File: config.mk
export PLATFORM = sky130hd
export DESIGN_NAME = rti_fifo
export DESIGN_NICKNAME = d
export VERILOG_FILES = /design/src/rtl/rti_pkg.sv /design/src/rtl/rti_fifo.sv
export SDC_FILE = /design/constraint.sdc
export NUM_CORES = 1
export LEC_CHECK = 0
export BUFFER_PORTS_ARGS = -buffer_cell sky130_fd_sc_hd__buf_2
export CORE_MARGIN = 3
export CORE_UTILIZATION = 41
export CTS_CLUSTER_SIZE = 12
export DETAILED_ROUTE_END_ITERATION = 6
export HOLD_SLACK_MARGIN = 0.1
export PLACE_DENSITY = 0.6
export SLEW_MARGIN = 20
export SYNTH_ARGS = -nofsm -noshare
export SYNTH_HDL_FRONTEND = slang
export SYNTH_SLANG_ARGS = --single-unit
File: constraint.sdc
create_clock -name i_clk -period 20.4 [get_ports i_clk]
set_input_delay 1.02 -clock i_clk [delete_from_list [all_inputs] [get_ports i_clk]]
set_output_delay 1.02 -clock i_clk [all_outputs]
set_load 0.02 [all_outputs]
File: src/rtl/rti_pkg.sv
`timescale 1ns / 1ps
// ============================================================================
// rti_pkg: shared types and constants of the ray-triangle intersection block
// Field widths, pipeline depths and the record passed from front to back.
// ============================================================================
package rti_pkg;

    localparam int COORD_W  = 16;   // one packed coordinate, signed Q8.8
    localparam int EDGE_W   = 17;   // vertex differences
    localparam int CRS_W    = 35;   // cross product components
    localparam int DOT_W    = 54;   // dot products (det, nu, nv, nt)
    localparam int T_FRAC   = 16;   // fraction bits of t
    localparam int UV_DROP  = 2;    // u, v carry 14 fraction bits, divider gives 16
    localparam int Q_BITS   = 31;   // quotient bits of the t/u/v divider
    localparam int DIV_LAT  = Q_BITS + 1;
    localparam int PT_LAT   = DIV_LAT + 3;
    localparam int M_W      = 20;   // normalized normal magnitude
    localparam int K_W      = 4;
    localparam int SQ_STEPS = 32;   // isqrt iterations, one per stage
    localparam int ND_STEPS = 15;   // normal quotient bits
    localparam int R_W      = 31;   // isqrt result width
    localparam int N_FRAC   = 24;   // m << 24 before the divide
    localparam int N_SHIFT  = N_FRAC - ND_STEPS;
    localparam int NRM_LAT  = 5 + SQ_STEPS + ND_STEPS + 1;
    localparam int DLY      = NRM_LAT - PT_LAT;
    localparam int OUT_ST   = NRM_LAT + 1;
    localparam int FRONT_ST = 7;
    localparam int FIFO_AW  = 2;

    // Cyclic neighbors for cross products.
    localparam int NXT [3] = '{1, 2, 0};
    localparam int PRV [3] = '{2, 0, 1};

    // One classified test, handed from front to back.
    typedef struct packed {
        logic                          hit;
        logic                          tneg;
        logic [DOT_W-1:0]              tmag;
        logic [DOT_W-1:0]              nu;
        logic [DOT_W-1:0]              nv;
        logic [DOT_W-1:0]              den;
        logic [2:0][COORD_W-1:0]       o;
        logic [2:0][COORD_W-1:0]       d;
        logic [2:0][CRS_W-1:0]         n;
    } t_cls;

endpackage

File: src/rtl/rti_fifo.sv
`timescale 1ns / 1ps
// ============================================================================
// rti_fifo: short queue between front and back
// Four entries of classified tests; head is read straight from the array.
// ============================================================================
module rti_fifo (
    input  logic            i_clk,
    input  logic            i_rst_n,
    input  logic            i_push,
    input  rti_pkg::t_cls   i_data,
    output logic            o_full,
    input  logic            i_pop,
    output logic            o_empty,
    output rti_pkg::t_cls   o_head
);

    rti_pkg::t_cls            r_mem [2**rti_pkg::FIFO_AW];
    logic [rti_pkg::FIFO_AW:0] r_wp, r_rp;

    assign o_empty = (r_wp == r_rp);
    assign o_full  = (r_wp[rti_pkg::FIFO_AW] != r_rp[rti_pkg::FIFO_AW])
                  && (r_wp[rti_pkg::FIFO_AW-1:0] == r_rp[rti_pkg::FIFO_AW-1:0]);
    assign o_head  = r_mem[r_rp[rti_pkg::FIFO_AW-1:0]];

    always_ff @(posedge i_clk) begin
        if (!i_rst_n) begin
            r_wp <= '0;
            r_rp <= '0;
        end else begin
            if (i_push) begin
                r_wp <= r_wp + 1'b1;
            end
            if (i_pop) begin
                r_rp <= r_rp + 1'b1;
            end
        end
    end

    always_ff @(posedge i_clk) begin
        if (i_push) begin
            r_mem[r_wp[rti_pkg::FIFO_AW-1:0]] <= i_data;
        end
    end

endmodule

-- Yosys cells after proc, flatten, opt, wreduce, memory -nomap -nowiden
Memories as Yosys holds them, arrays and structs flattened. A register that Yosys moved wholly into a read port is not among the register bits.
Cells that the tools add are included.
- $add $sub $neg: 2
- reductions and logical operators: 1
- multiplexer cells: 4
- eq/ne operators: 3
- operator list (operator ; count):
    $add 3x1->3 const B ; 2
    $mux 2 ; 2
    $eq 3x3->1 ; 1
    $eq 2x2->1 ; 1
    $mux 1 ; 2
    $logic_and 1x1->1 ; 1
    $ne 1x1->1 ; 1
- input bits: 423
- memory bits (writable): 1676
- memories kept: 1
- output and inout bits: 421
- register bits: 6
- memories (memory ; words ; width ; read ports ; clocked after memory_dff ; wr ports ; line ; text):
    r_mem ; 4 ; 419 ; 1 ; 1 ; 1 ; rti_fifo.sv:17 ; rti_pkg::t_cls r_mem [2**rti_pkg::FIFO_AW];

-- Longest topological paths before layout
Gate-level depths: netlist of the first run.
- depth after elaboration: 3
- depth in mapped cells: 4
- mapped depth without buffers: 4

-- Worst setup path before layout of the first run
OpenSTA, ideal clock, no wires.
- path type: input to register
- from: input i_push
- to: memory r_mem[3][0] (netlist bit), enable pin
- path slack: 8.847 ns
- setup time: 0.836 ns
- stages: 2
- arrival time: 10.717 ns
- data required time: 19.564 ns
- cell sequence: clkbuf_1 > and2_1
- word-level cells in the longest chain between the ends: 2
- ends and longest elaborated chain (what ; line ; text):
    start: declaration ; rti_fifo.sv:9 ; input logic i_push,
    $mux 1 ; rti_fifo.sv:40 ; if (i_push) begin
    $mux 1 (implied by the code) ; rti_fifo.sv:41 ; r_mem[r_wp[rti_pkg::FIFO_AW-1:0]] <= i_data;
    end: declaration ; rti_fifo.sv:17 ;
No other way between the ends.

==> results of run 1 <==
-- state kept, by name, indices dropped and copies added, names as in the netlist, named ones only --
register and count:
r_wp 3, r_rp 3, r_mem 1676
-- final cells by class --
class / count / area (sq um) / area share (%)
flip-flops and latches: 1684 / 50500 / 69.76
multi-input cells: 448 / 9674 / 13.36
clock buffers: 232 / 4654 / 6.430
repair buffers: 880 / 4559 / 6.298
well taps: 1930 / 2415 / 3.336
clock inverters: 58 / 481.7 / 0.6654
diodes: 39 / 97.59 / 0.1348
inverters: 3 / 11.26 / 0.01556
-- path summary, 6_finish.rpt --
kind                             startpoint            end  cells after the start  slack [ps]
worst max register to register      r_wp[0]  r_mem[3][366]                      5       15920
worst max-delay path                   flop    o_head[343]                      5       14360
worst min-delay path            i_data[241]  r_mem[0][241]                      1         460
worst min register to register      r_rp[1]           flop                      2         570
-- metrics by stage --
step	power (mW)	hold WS, ps	setup slack, ps	instance area, sq um	instances
floorplan	4.700	529.8	8847	61320	2230
global placement	4.940	556.8	15040	67160	4945
detailed placement	4.948	573.1	15050	67160	4945
CTS	7.812	379.3	14180	72290	5235
global route	8.004	396.7	13950	72340	5253
finish	7.707	461.4	14360	72390	5274
-- per-layer routing --
metal | vias to the layer above | track usage, % | wire length, um
met2 | 913 | 27.29 | 66390
met5 | - | 0 | 379
li1 | 11730 | - | -
met1 | 14290 | 20.59 | 49250
met4 | 60 | 6.055 | 4059
met3 | 300 | 6.714 | 12510
-- where the power goes --
| part | switching (mW) | leakage, nW | internal (mW) | total [mW] |
|---|---|---|---|---|
| logic | 0.519 | 5.94 | 0.314 | 0.833 |
| clock network | 1.24 | 2.48 | 1.61 | 2.85 |
| registers | 0.0410 | 15.5 | 3.98 | 4.02 |
-- logic make-up (layout without fill, tap and decap cells) --
| family | after synthesis | in the layout | synth area share (%) |
|---|---|---|---|
| fa+ha+maj | 5 | 5 | 0.1020 |
| xor+xnor | 5 | 5 | 0.07143 |
| flops | 1684 | 1684 | 82.34 |
| other cells | 0 | 39 | 0 |
| compound gates | 4 | 4 | 0.04898 |
| simple gates | 13 | 13 | 0.1163 |
| buf+inv | 98 | 1173 | 1.898 |
| mux | 421 | 421 | 15.42 |
-- cell usage in the layout (no fill, tap or decap), drive strengths merged, types with 2 or more instances in the layout --
master,Yosys,final
ha,5,5
clkinv,0,50
a21bo,2,2
nor2,5,5
a21oi,2,2
edfxtp,1676,1676
nand3b,2,2
diode,0,39
mux2i,2,2
buf,90,880
xnor2,3,3
and2,4,4
xor2,2,2
clkbuf,5,232
mux4,419,419
inv,3,10
dfxtp,8,8
==> results.ini, run 1 <==
[routing]
routed_wl_um=132600
detail_route.iter0.violations=1436
ant_nets=0
wire_per_inst_um=25.14
firstDrtPassIters=7
drcViolationCount=0
vias_per_cell=5.176
via_count=27300

[critical_path]
slowest_delay_ps=990
cp_common_cell=sky130_fd_sc_hd__buf_4
cp-start-kind=flop
timing.critical_path.cells=buf_4 > buf_4 > buf_4 > mux4_2 > buf_2
critical-path-slowest-cell=sky130_fd_sc_hd__dfxtp_4
crit_family=buffers and inverters
worstSetupPathType=flop to primary output
cp.required_ps=19380
critPathBufInv=4
worst-path-max-fanout=65
setup.worst_path.end_class=primary output
worstPathArrival_ps=5020

[logic_synthesis]
yosys_warnings=0
synth_enable_flop_cells=1676
synthFlopType=sky130_fd_sc_hd__edfxtp_1
syn_nets=2658
post-synth-top-area-fraction_pct=82.08
postSynthCellCount=2230
ys_top_cells_by_area=sky130_fd_sc_hd__edfxtp_1, sky130_fd_sc_hd__mux4_2, sky130_fd_sc_hd__buf_12, sky130_fd_sc_hd__buf_2, sky130_fd_sc_hd__dfxtp_1
synth_commonest_cells=sky130_fd_sc_hd__edfxtp_1, sky130_fd_sc_hd__mux4_2, sky130_fd_sc_hd__buf_12
synth_seq_area_share_pct=82.34
yosysTopAreaCell=sky130_fd_sc_hd__edfxtp_1
most_instantiated_library_cell_after_synthesis=sky130_fd_sc_hd__edfxtp_1
yosys_register_bits=1684
post_synth.cell_area_avg_sq_um=27.50
syn-cell-area_sq_mm=0.06132
number_of_distinct_standard_cells_referenced_by_the_synthesized_netlist=20
synthArstFlopShare_pct=0

[sta]
finalWorstPathRequiredPeriod_ps=6036
finalClockSkew_ps=28.26
timing.final.crit_share_pct=29.59
grt_setup_unrepaired=no
setup-tns-final_ps=0
hold_violations=0
max_slew.worst_pin.slew_ps=1221
setup_viol=0
timing.max_slew.rel_slack_pct=18.60
final-max-slew-violation-count=0
fmaxAchievable_ghz=0.1657

[clock_tree]
cts_post_setup_buffers_inserted=0
clockBufferDepth=3
worst_setup_hold_path_clk_slew_ps=60
cts_hold_buffers=0
cts-htree-levels=4
tritoncts_buffers=173
cts_sinks=1684
clk_lat_worst_skew_ps=760
post_cts_resized=0
cts.root.buffer_cell=sky130_fd_sc_hd__clkbuf_16
cts_tree=built

[floorplan]
starting_utilization_of_the_core_area_pct=41.38
vert_die_dim_um=392.7
rows=141
fp.dieArea_sq_mm=0.1542
die_x_um=392.7
ioPinCount=844
floorplan.core_area_sq_mm=0.1482

[placement]
port_buffers=843
gp_routability_congestion=0.7614
place_hpwl_um=83870

[job]
drv.max_cap_violation_count=0

[global_route]
grt_remaining_overflow=0
pin_count_of_the_biggest_net_entering_global_routing=150
via_count_of_the_first_global_routing_pass=28330
number_of_antenna_violations_at_the_first_check_in_global_routing=81
grt_pass1_wl_um=191400
grt_util_all_layers_pct=16.88

[layout]
layout-drive-gt1-share_pct=45.78
fin_util_pct=48.85
layout.filler_cells=11900
finish.net_count=3618
area_delta_synth_final_pct=18.06

[power_and_ir_drop]
powerDensity_mw_per_mm2=106.5
worst_ir_drop_vdd_v=0.00007415
power.leakage_nw=23.89

[outcome]
run_status=finished clean

[worst_hold_path]
worstHoldPathType=primary input to flop

Power figures use the tool's default switching activity.
==> inputs of run 2 (changes only) <==
--- a/config.mk
+++ b/config.mk
@@ -11,7 +11,7 @@
 export CTS_CLUSTER_SIZE = 12
 export DETAILED_ROUTE_END_ITERATION = 6
 export HOLD_SLACK_MARGIN = 0.1
-export PLACE_DENSITY = 0.6
+export PLACE_DENSITY = 0.62
 export SLEW_MARGIN = 20
 export SYNTH_ARGS = -nofsm -noshare
 export SYNTH_HDL_FRONTEND = slang
==> constraint.sdc (replaced) <==
create_clock -name i_clk -period 5.1 [get_ports i_clk]
set_input_delay 0.255 -clock i_clk [delete_from_list [all_inputs] [get_ports i_clk]]
set_output_delay 0.255 -clock i_clk [all_outputs]
set_load 0.02 [all_outputs]
==> results.ini, run 2 (synthesis results as in run 1) <==
[outcome]
run_status=finished clean

[routing]
drcViolationCount=0
via_count=28920
wire_per_inst_um=23.94
routed_wl_um=136700
detail_route.iter0.violations=1769
firstDrtPassIters=5
vias_per_cell=5.063
ant_nets=0

[power_and_ir_drop]
switching_part_of_the_total_power_pct=23.48
p_int_mw=24.03
clkPwrFrac_pct=37.0
worst_ir_drop_vdd_v=0.0003065
powerDensity_mw_per_mm2=407.6
power.share.sequential_pct=51.2
p_total_mw=31.40
power.leakage_nw=25.87
p_comb_share_pct=11.8
power.net_switching_mw=7.371

[floorplan]
starting_utilization_of_the_core_area_pct=41.38
die_x_um=392.7
fp.dieArea_sq_mm=0.1542
rows=141
ioPinCount=844
vert_die_dim_um=392.7
floorplan.core_area_sq_mm=0.1482

[critical_path]
critPathBufInv=2
critical-path-slowest-cell=sky130_fd_sc_hd__dfxtp_4
cp.required_ps=4850
slowest_delay_ps=880
cp-start-kind=flop
worstPathArrival_ps=3110
setup.worst_path.end_class=primary output
crit_family=flip-flops
worst-path-max-fanout=36
worstSetupPathType=flop to primary output
timing.critical_path.cells=buf_4 > mux4_2 > buf_2

[layout]
final-seq-area_sq_mm=0.05050
layout.filler_cells=11470
area_delta_synth_final_pct=25.62
mostFrequentLayoutCell=sky130_fd_sc_hd__edfxtp_1
fin_util_pct=51.97
largest_register_ffs=1676
finish.net_count=4072
layout-drive-gt1-share_pct=41.01
area_of_the_multi_input_gates_sq_mm=0.009674
final_cell_mix=sky130_fd_sc_hd__edfxtp_1, sky130_fd_sc_hd__buf_2, sky130_fd_sc_hd__dlygate4sd3_1

[sta]
setup_viol=0
finalWorstPathRequiredPeriod_ps=3365
max_slew.worst_pin.slew_ps=960.5
finalClockSkew_ps=30.08
final.setup.worst_slack_ps=1735
hold_violations=0
fmaxAchievable_ghz=0.2972
timing.final.crit_share_pct=65.97
grt_setup_unrepaired=no
timing.max_slew.rel_slack_pct=35.97
final-max-slew-violation-count=0
hold-worst-slack_ps=218.6

[clock_tree]
cts_sinks=1684
tritoncts_buffers=173
clk_lat_worst_skew_ps=790
worst_setup_hold_path_clk_slew_ps=60
cts-htree-levels=4
cts_post_setup_buffers_inserted=0
cts.root.buffer_cell=sky130_fd_sc_hd__clkbuf_16
cts_tree=built
clockBufferDepth=3

[placement]
place_hpwl_um=85790
gp_routability_congestion=0.7553
dp_worst_setup_slack_ps=2402
port_buffers=843

[global_route]
grt_util_all_layers_pct=17.47
pin_count_of_the_biggest_net_entering_global_routing=116
via_count_of_the_first_global_routing_pass=30780
grt_pass1_wl_um=200100
grt_remaining_overflow=0
number_of_antenna_violations_at_the_first_check_in_global_routing=29

[worst_hold_path]
worstHoldPathType=primary input to flop

[job]
drv.max_cap_violation_count=0

-- run 2: cell type report --
cell class	count	share of cell area, %
diodes	23	0.07473
clock buffers	229	5.949
clock inverters	60	0.7765
inverters	3	0.01462
multi-input cells	448	12.56
flip-flops and latches	1684	65.56
well taps	1930	3.135
repair buffers	1334	11.93
-- run 2: stage by stage --
stage / cells / setup TNS [ps] / area (sq um)
floorplan: 2230 / -1280180 / 61320
global placement: 4976 / 0 / 67550
detailed placement: 4976 / 0 / 67550
CTS: 5688 / 0 / 76970
global route: 5707 / 0 / 77010
finish: 5711 / 0 / 77020
-- run 2: worst reg2reg max path, stage by stage, from the launching register on --
cell	delay, ps
sky130_fd_sc_hd__dfxtp_1	430
sky130_fd_sc_hd__ha_1	190
sky130_fd_sc_hd__and2_4	740
sky130_fd_sc_hd__buf_4	720
-- run 2: power by group through the flow --
stage / clock, mW / combinational (mW) / sequential [mW]
floorplan: 0 / 2.22 / 16.4
global placement: 0 / 3.46 / 16.3
detailed placement: 0 / 3.47 / 16.4
CTS: 12.0 / 3.77 / 16.1
global route: 12.5 / 3.93 / 16.1
finish: 11.6 / 3.70 / 16.1
-- run 2: timing repair --
| item | 4_1_cts | 5_1_grt |
|---|---|---|
| hold buffers | 423 | 0 |
| gates resized for setup | 0 | 0 |
| endpoints found under the hold margin | 1684 | 0 |
-- run 2: final timing paths --
| kind | from | endpoint | slack [ps] | cells past startpoint |
|---|---|---|---|---|
| min reg2reg | r_rp[1] | flop | 560 | 2 |
| min | i_data[285] | r_mem[1][285] | 220 | 2 |
| max reg2reg | r_wp[0] | r_mem[1][188] | 2610 | 3 |
| max | flop | o_head[167] | 1740 | 3 |
-- run 2: per-layer routing --
metal  vias up  wire length [um]  global-route usage (%)
met2       948             67650                   28.06
met3       214             11380                   5.762
met1     15150             53500                   22.36
met4         8              4150                   6.172
met5         -                52                       0
li1      12600                 -                       -
==> inputs of run 3 (changes only) <==
--- a/config.mk
+++ b/config.mk
@@ -11,7 +11,7 @@
 export CTS_CLUSTER_SIZE = 12
 export DETAILED_ROUTE_END_ITERATION = 6
 export HOLD_SLACK_MARGIN = 0.1
-export PLACE_DENSITY = 0.62
+export PLACE_DENSITY = 0.6
 export SLEW_MARGIN = 20
 export SYNTH_ARGS = -nofsm -noshare
 export SYNTH_HDL_FRONTEND = slang
==> constraint.sdc (replaced) <==
create_clock -name i_clk -period 3.4 [get_ports i_clk]
set_input_delay 0.17 -clock i_clk [delete_from_list [all_inputs] [get_ports i_clk]]
set_output_delay 0.17 -clock i_clk [all_outputs]
set_load 0.02 [all_outputs]
==> results.ini, run 3 (synthesis results as in run 1) <==
[routing]
drcViolationCount=0
vias_per_cell=5.059
wire_per_inst_um=24.02
via_count=29590
ant_nets=0
detail_route.iter0.violations=1790
firstDrtPassIters=5
routed_wl_um=140500

[layout]
final-seq-area_sq_mm=0.05050
layout.filler_cells=11430
finalNonFillerCells=5849
layout-drive-gt1-share_pct=40.28
final_cell_mix=sky130_fd_sc_hd__edfxtp_1, sky130_fd_sc_hd__buf_2, sky130_fd_sc_hd__dlygate4sd3_1
mostFrequentLayoutCell=sky130_fd_sc_hd__edfxtp_1
area_of_the_multi_input_gates_sq_mm=0.009692
area_delta_synth_final_pct=28.45
finished_layout_cell_area_sq_mm=0.07876
finish.net_count=4213
fin_util_pct=53.15
largest_register_ffs=1676

[clock_tree]
clockBufferDepth=3
cts_tree=built
worst_setup_hold_path_clk_slew_ps=60
cts.root.buffer_cell=sky130_fd_sc_hd__clkbuf_16
cts_sinks=1684
cts-htree-levels=4
tritoncts_buffers=173
clk_lat_worst_skew_ps=780

[floorplan]
rows=141
fp.dieArea_sq_mm=0.1542
die_x_um=392.7
vert_die_dim_um=392.7
floorplan.core_area_sq_mm=0.1482
starting_utilization_of_the_core_area_pct=41.38
ioPinCount=844

[sta]
hold_violations=0
grt_setup_unrepaired=no
finalClockSkew_ps=31.68
fmaxAchievable_ghz=0.3353
timing.max_slew.rel_slack_pct=49.95
setup_viol=0
timing.final.crit_share_pct=87.71
max_slew.worst_pin.slew_ps=747.4
hold-worst-slack_ps=162.6
finalWorstPathRequiredPeriod_ps=2982
setup-tns-final_ps=0
final-max-slew-violation-count=0

[critical_path]
reg2reg_depth=5
setup.worst_path.end_class=primary output
worst_r2r_startpoint=r_wp[1]
worst_r2r_endpoint=r_mem[1][122]
setup_slack_on_the_worst_flop_to_flop_path_ps=1390
worstPathArrival_ps=2810
worst-path-max-fanout=37
cp-start-kind=flop
worstSetupPathType=flop to primary output
cp.required_ps=3230

[global_route]
pin_count_of_the_biggest_net_entering_global_routing=102
grt_remaining_overflow=0
via_count_of_the_first_global_routing_pass=32090
number_of_antenna_violations_at_the_first_check_in_global_routing=25
grt_util_all_layers_pct=18.06
grt_pass1_wl_um=207300

[placement]
gp_routability_congestion=0.7379
place_area_sq_mm=0.06802
port_buffers=843
placedCellCount=4995
place_hpwl_um=88530

[outcome]
run_status=finished clean

[worst_hold_path]
worst_hold_startpoint=i_data[260]
worstHoldPathType=primary input to flop
cell_depth_of_the_worst_hold_path=2
holdPathEnd=r_mem[1][260]

[power_and_ir_drop]
powerDensity_mw_per_mm2=603.0
power.leakage_nw=26.60
worst_ir_drop_vdd_v=0.0006329

[job]
drv.max_cap_violation_count=0

-- run 3: metrics by stage --
stage / total power [mW] / setup slack, ps
floorplan: 27.87 / -495.8
global placement: 29.81 / 1161
detailed placement: 29.86 / 1132
CTS: 48.07 / 270.6
global route: 49.31 / 212.7
finish: 47.49 / 417.8
-- run 3: area by class of cell --
class / instances / share of cell area (%)
Timing Repair Buffer: 1475 / 13.78
Clock inverter: 61 / 0.8086
Sequential cell: 1684 / 64.12
Inverter: 3 / 0.01430
Antenna cell: 19 / 0.06037
Clock buffer: 229 / 5.845
Multi-Input combinational cell: 448 / 12.31
Tap cell: 1930 / 3.066
-- run 3: worst max path at each step --
stage | from | end | slack (ps) | cells after the start
after global routing | flop | o_head[135] | 210 | 3
after detailed placement | flop | o_head[190] | 1130 | 3
after global placement | flop | o_head[190] | 1160 | 3
final | flop | o_head[262] | 420 | 3
after floorplan | r_wp[1] | r_mem[0][0] | -500 | 3
after CTS | flop | o_head[135] | 270 | 3
-- run 3: critical path, cell delays in order (launching register included) --
cell                      delay, ps
sky130_fd_sc_hd__dfxtp_4        760
sky130_fd_sc_hd__buf_4          590
sky130_fd_sc_hd__mux4_2         430
sky130_fd_sc_hd__buf_2          180
-- run 3: routing by layer --
layer / up-vias / share of wire (%) / track usage, %
met1: 15500 / 39 / 22.62
li1: 12900 / - / -
met2: 964 / 49 / 29.06
met3: 222 / 8.7 / 6.406
met5: - / 0.039 / 0
met4: 8 / 3.2 / 6.692
-- run 3: repair_timing --
item	in CTS	in global routing
hold buffers	545	0
endpoints found under the hold margin	1752	0
setup buffers	0	0
resized for setup	0	0
-- run 3: power by group --
group | switching, mW | internal [mW] | total (mW)
Sequential | 0.220 | 23.9 | 24.1
Clock | 7.56 | 10.0 | 17.6
Combinational | 3.36 | 2.42 | 5.78
Total | 11.1 | 36.3 | 47.5
